`config.mk`:
```
export PLATFORM = sky130hd
export DESIGN_NAME = retry_send_queue
export DESIGN_NICKNAME = d
export VERILOG_FILES = /design/src/hdl/rsq_pkg.sv /design/src/hdl/retry_send_queue.sv
export SDC_FILE = /design/constraint.sdc
export NUM_CORES = 1
export LEC_CHECK = 0
export ABC_AREA = 1
export BUFFER_PORTS_ARGS = -buffer_cell sky130_fd_sc_hd__buf_2
export CORE_AREA = 2 2 296 298
export DETAILED_ROUTE_END_ITERATION = 12
export DIE_AREA = 0 0 298 300
export PLACE_DENSITY = 0.75
export RECOVER_POWER = 100
export SLEW_MARGIN = 40
export SYNTH_ARGS = -nofsm -noshare
export SYNTH_HDL_FRONTEND = slang
export SYNTH_SLANG_ARGS = --single-unit
```
`constraint.sdc`:
```
create_clock -name clk_i -period 5 [get_ports clk_i]
set_input_delay 0.25 -clock clk_i [delete_from_list [all_inputs] [get_ports clk_i]]
set_output_delay 0.25 -clock clk_i [all_outputs]
set_load 0.05 [all_outputs]
```
`src/hdl/rsq_pkg.sv`:
```
package rsq_pkg;

  localparam int MsgBits  = 64;
  localparam int TimeBits = 32;
  localparam int FillBits = 4;

  localparam logic OP_PUSH    = 1'b0;
  localparam logic OP_PROCESS = 1'b1;

  localparam logic [TimeBits-1:0] TIMEOUT_RESET = 32'd5000;

  typedef struct packed {
    logic                operation;
    logic [MsgBits-1:0]  message_word;
    logic [TimeBits-1:0] now_ms;
    logic                link_connected;
    logic                ack_received;
  } rsq_in_t;

  typedef struct packed {
    logic                send_valid;
    logic [MsgBits-1:0]  send_word;
    logic                push_refused;
    logic                head_advanced;
    logic [FillBits-1:0] fill_level;
  } rsq_out_t;

endpackage

```
`src/hdl/retry_send_queue.sv`:
```
// Latency: one result per transaction, on res_o with done_o high in the cycle after start.
// Throughput: one transaction per cycle; busy stays low, the ring read port is registered
//   and forwards a word written to the head slot in the same cycle.
// Reset (rst_ni low, asynchronous): ring empty, no send or retry pending, stamp zero,
//   timeout 5000 ms. Ring contents are not cleared.
// Results cannot be stalled by the receiver; done_o is a one-cycle strobe.
module retry_send_queue
  import rsq_pkg::*;
#(
  parameter int RING_DEPTH    = 16,
  parameter int MESSAGE_WIDTH = 64
) (
  input  logic                clk_i,
  input  logic                rst_ni,
  input  logic                start,
  output logic                busy,
  input  rsq_in_t             in_i,
  input  logic                cfg_valid_i,
  output logic                cfg_ready_o,
  input  logic [TimeBits-1:0] cfg_data_i,
  output logic                done_o,
  output rsq_out_t            res_o
);

  localparam int IW = $clog2(RING_DEPTH);
  localparam int FW = IW + 1;
  localparam logic [IW-1:0] LAST_IDX = IW'(RING_DEPTH - 1);
  localparam logic [FW-1:0] FULL_LVL = FW'(RING_DEPTH - 1);

  logic [MESSAGE_WIDTH-1:0] ring_mem [RING_DEPTH];
  logic [MESSAGE_WIDTH-1:0] rd_q;

  logic [IW-1:0]       wr_q, wr_d, rd_idx_q, rd_idx_d;
  logic                send_pend_q, send_pend_d;
  logic                retry_pend_q, retry_pend_d;
  logic [TimeBits-1:0] stamp_q, stamp_d;
  logic [TimeBits-1:0] timeout_q;
  logic                done_q;
  rsq_out_t            res_q, res_d;

  logic          accept;
  logic          wr_en;
  logic [FW-1:0] fill_now, fill_next;
  logic          empty;

  function automatic logic [FW-1:0] fill_of(logic [IW-1:0] w, logic [IW-1:0] r);
    if (w >= r) return {1'b0, w} - {1'b0, r};
    else        return {1'b0, w} + FW'(RING_DEPTH) - {1'b0, r};
  endfunction

  function automatic logic [IW-1:0] next_idx(logic [IW-1:0] i);
    return (i == LAST_IDX) ? '0 : i + 1'b1;
  endfunction

  assign busy        = 1'b0;
  assign cfg_ready_o = 1'b1;
  assign accept      = start && !busy;
  assign fill_now    = fill_of(wr_q, rd_idx_q);
  assign empty       = (wr_q == rd_idx_q);

  always_comb begin
    logic sp;
    sp           = send_pend_q;
    wr_d         = wr_q;
    rd_idx_d     = rd_idx_q;
    send_pend_d  = send_pend_q;
    retry_pend_d = retry_pend_q;
    stamp_d      = stamp_q;
    wr_en        = 1'b0;
    res_d        = '0;
    if (accept) begin
      if (in_i.operation == OP_PUSH) begin
        if (fill_now >= FULL_LVL) begin
          res_d.push_refused = 1'b1;
        end else begin
          wr_en = 1'b1;
          wr_d  = next_idx(wr_q);
        end
      end else if (in_i.link_connected) begin
        if (!empty) begin
          if (send_pend_q || retry_pend_q) begin
            res_d.send_valid = 1'b1;
            res_d.send_word  = MsgBits'(rd_q);
            stamp_d          = in_i.now_ms;
            sp               = 1'b0;
            send_pend_d      = 1'b0;
            retry_pend_d     = 1'b0;
          end else if ((in_i.now_ms - stamp_q) > timeout_q) begin
            retry_pend_d = 1'b1;
            stamp_d      = in_i.now_ms;
          end
        end
        // ack counts even in the step that just sent the head
        if (in_i.ack_received && !sp && !empty) begin
          rd_idx_d            = next_idx(rd_idx_q);
          send_pend_d         = 1'b1;
          retry_pend_d        = 1'b0;
          res_d.head_advanced = 1'b1;
        end
      end
    end
    fill_next        = fill_of(wr_d, rd_idx_d);
    res_d.fill_level = FillBits'(fill_next);
  end

  // read port follows the next head index; forward a write into that slot
  always_ff @(posedge clk_i) begin
    if (wr_en) begin
      ring_mem[wr_q] <= in_i.message_word[MESSAGE_WIDTH-1:0];
    end
    if (wr_en && (wr_q == rd_idx_d)) begin
      rd_q <= in_i.message_word[MESSAGE_WIDTH-1:0];
    end else begin
      rd_q <= ring_mem[rd_idx_d];
    end
  end

  always_ff @(posedge clk_i or negedge rst_ni) begin
    if (!rst_ni) begin
      wr_q         <= '0;
      rd_idx_q     <= '0;
      send_pend_q  <= 1'b0;
      retry_pend_q <= 1'b0;
      stamp_q      <= '0;
      timeout_q    <= TIMEOUT_RESET;
      done_q       <= 1'b0;
    end else begin
      wr_q         <= wr_d;
      rd_idx_q     <= rd_idx_d;
      send_pend_q  <= send_pend_d;
      retry_pend_q <= retry_pend_d;
      stamp_q      <= stamp_d;
      done_q       <= accept;
      if (cfg_valid_i && cfg_ready_o) begin
        timeout_q <= cfg_data_i;
      end
    end
  end

  always_ff @(posedge clk_i) begin
    res_q <= res_d;
  end

  assign done_o = done_q;
  assign res_o  = res_q;

  a_fill_bound: assert property (@(posedge clk_i) disable iff (!rst_ni)
    fill_now < FW'(RING_DEPTH))
    else $error("ring fill out of range");

  a_one_event: assert property (@(posedge clk_i) disable iff (!rst_ni)
    done_o |-> !(res_o.push_refused && (res_o.send_valid || res_o.head_advanced)))
    else $error("push refusal mixed with process result");

  a_refuse_full: assert property (@(posedge clk_i) disable iff (!rst_ni)
    accept && (in_i.operation == OP_PUSH) && (fill_now < FULL_LVL) |=> !res_o.push_refused)
    else $error("push refused with room in ring");

  a_advance_moves: assert property (@(posedge clk_i) disable iff (!rst_ni)
    res_d.head_advanced |=> (rd_idx_q != $past(rd_idx_q)) && send_pend_q)
    else $error("head advance did not move read index");

  a_send_clears: assert property (@(posedge clk_i) disable iff (!rst_ni)
    res_d.send_valid && !res_d.head_advanced |=> !send_pend_q && !retry_pend_q)
    else $error("pending flags not cleared after send");

endmodule
```
==> results.yml <==
status:
  violations: "capacitance limit, slew limit"
  outcome: "finished, violations left"
yosys:
  yosysWarnings: 0
  synthSimpleGateAreaFrac_pct: 8.012
  synth_compound_area_share_pct: 13.39
  synth_xor_area_share_pct: 0.5940
  synthMuxAreaShare_pct: 0.02387
  syn_nets: 3881
  synth_fa_ha_area_share_pct: 2.116
  yosysUniqueCellTypes: 48
  synth_edf_count: 1024
  synth_seq_area_share_pct: 72.35
  synthArstFlopShare_pct: 6.388
  synth-main-ff-cell: "edfxtp_1"
  synth.avg_cell_area_sq_um: 12.86
  synth_top_family_by_area: "compound AO/OA/AOI/OAI gates"
  syn_inst: 3668
  ys_ff_latch: 1174
  syn_area_sq_mm: 0.04718
detailed_routing:
  wl_um: 115600
  detail_route.first_pass.iterations: 8
  drc: 0
  drt-initial-drc-count: 3518
  vias_per_cell: 6.020
  ant_nets: 0
  vias: 31270
  routedWlPerCell_um: 22.25
layout:
  layout-drive-gt1-share_pct: 7.809
  fin_util_pct: 62.62
  layout_commonest_cell: "edfxtp_1"
  layoutNonFillerInstCount: 5194
  layout_common_cells: "edfxtp_1, nor2_1, o21ai_0, nand2_1, o221ai_1"
  nets: 4148
  area_growth_pct: 14.43
  final_cell_area_sq_mm: 0.05399
cts:
  cts_tree: "done"
  clkSinkCount: 1174
  clockRootBuffer: "clkbuf_16"
  htree_num_levels: 3
  insertion_delay_ns: 0.70
  clock_path_buffers: 3
  clk_pin_slew_ns: 0.06
  cts_made_buffers: 111
worst_setup_path:
  start_kind: "flip-flop"
  cp.depth: 14
  critPathRequiredTime_ns: 5.31
  regToRegEndpoint: "ring_mem[14][22]"
  slowest_delay_ns: 0.99
  critPathTopFamily: "simple AND/OR/NAND/NOR gates"
  endpoint: "ring_mem[14][22]"
  reg2reg_depth: 14
  crit_buf_inv: 5
  ff2ff_setup_slack_ns: 0.54
  cp_max_fo: 51
  cp_common_cell: "inv_1"
  endpoint_kind: "flip-flop"
  crit_start: "wr_q[0]"
  path_cells: "inv_1 > ha_1 > inv_1 > fa_1 > nor2_1 > nor3_1 > nand3_1 > inv_1 > nor2_1 > nand2_1 > clkinvlp_2 > nand2_1 > nor2_2 > buf_6"
  crit_type: "reg2reg"
  worstPathArrival_ns: 4.77
  rr_startpoint: "wr_q[0]"
  cpMaxStageDelayCell: "nor2_2"
place:
  dp_slack_ns: 0.8100
  dpl_cell_area_sq_mm: 0.04948
  place_congestion: 0.8750
  dp.cells: 4844
  place.port_buffers: 206
  dp_hpwl_um: 58270
die:
  chipHeight_um: 300
  start_util_pct: 54.73
  core_sq_mm: 0.08621
  dieArea_sq_mm: 0.08940
  ios: 209
  floorplan.rows: 108
  die_w_um: 298
timing:
  setup_viol: 0
  tns_ns: 0
  period_minus_slack_ns: 4.459
  fmax_mhz: 224.2
  maxSlewViolCount: 459
  finalClockSkew_ns: 0.03389
  worst_slew_pin_slew_ns: 4.159
  finalCritPeriodShare_pct: 89.19
  finalHoldViolCount: 0
  setup_slack_ns: 0.5406
  rsz0062_at_grt: "false"
  relSlewSlack_pct: -177.3
flow_run:
  max_cap_violations: 9
global_routing:
  grt_use_total_pct: 25.47
  overflow: 0
  grt_max_degree: 161
  grt_pass1_wl_um: 176000
  grt_pass1_vias: 30500
  antenna_found_initial: 7
power:
  pwr-share-seq_pct: 40.0
  intPower_uw: 18990
  comb_power_share_pct: 31.2
  p_sw_uw: 10290
  swShare_pct: 35.15
  ir_worst_vdd_v: 0.0004624
  p_leak_uw: 0.01836
  clockPowerShare_pct: 28.8
  power_density_mw_per_mm2: 542.3
worst_hold_path:
  hp-class: "in2reg"
  min_path_cells: 3
## synthesized netlist by cell type, types with 18 or more instances
cell type / number / area share [%]
edfxtp_1: 1024 / 65
nor2_1: 573 / 4.6
o21ai_0: 559 / 5.9
nand2_1: 211 / 1.7
o221ai_1: 180 / 3.3
clkbuf_1: 144 / 1.1
inv_1: 143 / 1.1
a21oi_1: 119 / 1.3
nand3_1: 116 / 1.2
o211ai_1: 78 / 1.2
o22ai_1: 77 / 1.0
dfxtp_1: 75 / 3.2
ha_1: 75 / 2.0
buf_2: 71 / 0.75
dfrtp_1: 70 / 3.7
xor2_1: 24 / 0.45
o21ai_1: 18 / 0.19
## cells by family (layout without fill, tap and decap cells)
group / after synthesis / after routing
fa+ha+maj: 78 / 78
buf+inv: 389 / 755
simple gates: 936 / 936
flops: 1174 / 1174
xor+xnor: 32 / 32
compound gates: 1056 / 1056
mux: 1 / 1
other cells: 2 / 7
## final cells by class
cell class | instances | area, sq um
fillers | 6419 | 32220
repair buffers | 389 | 2678
diodes | 5 | 12.51
clock buffers | 154 | 3049
flip-flops and latches | 1174 | 34150
multi-input cells | 2105 | 11410
clock inverters | 58 | 644.4
inverters | 154 | 603.1
well taps | 1155 | 1445
## stage by stage
step                hold WS, ns  total power [uW]
floorplan              -0.04559             18440
global placement         0.3829             20640
detailed placement       0.3363             20930
CTS                     0.07322             29380
global route            0.05997             30840
finish                  0.03945             29280
## state kept, by name, summed over array words and instances (netlist names), named ones only
register,cells
retry_pend_q,1
send_pend_q,1
res_o,71
rd_idx_q,4
timeout_q,32
wr_q,4
done_o,1
ring_mem,1024
stamp_q,32
## tightest hold or removal path, delay by kind of cell
family	cells	cell delay (ns)
AND/OR/NAND/NOR	1	0.11
buffers and inverters	1	0.27
AO/OA/AOI/OAI	1	0.07
## power groups by stage
| stage | Combinational [uW] | Sequential [uW] | Clock, uW |
|---|---|---|---|
| 3_5_place_dp | 9020 | 11900 | 0 |
| 5_1_grt | 10100 | 11800 | 8930 |
| 3_3_place_gp | 8680 | 12000 | 0 |
| 4_1_cts | 9160 | 11700 | 8510 |
| 6_report | 9130 | 11700 | 8420 |
| 2_1_floorplan | 6450 | 12000 | 0 |
## how the worst min path moves through the flow
stage,startpoint,to
floorplan,rst_ni,done_o
global placement,start,done_o
detailed placement,rst_ni,done_o
global route,cfg_valid_i,timeout_q[12]
CTS,in_i[1],send_pend_q
finish,cfg_valid_i,timeout_q[3]
## layer usage
| layer | vias up | track usage, % | routed length, um |
|---|---|---|---|
| met5 | - | 0 | 36 |
| met3 | 249 | 3.707 | 9475 |
| met2 | 1562 | 42.99 | 56870 |
| li1 | 14160 | - | - |
| met1 | 15290 | 33.90 | 45760 |
| met4 | 6 | 9.308 | 3417 |
## what timing repair did
item / CTS / global route
hold buffers: 133 / 0
endpoints found under the hold margin: 1163 / 0
buffers inserted: 0 / 0
gates resized for setup: 0 / 0
(Power assumes the default switching activity.)
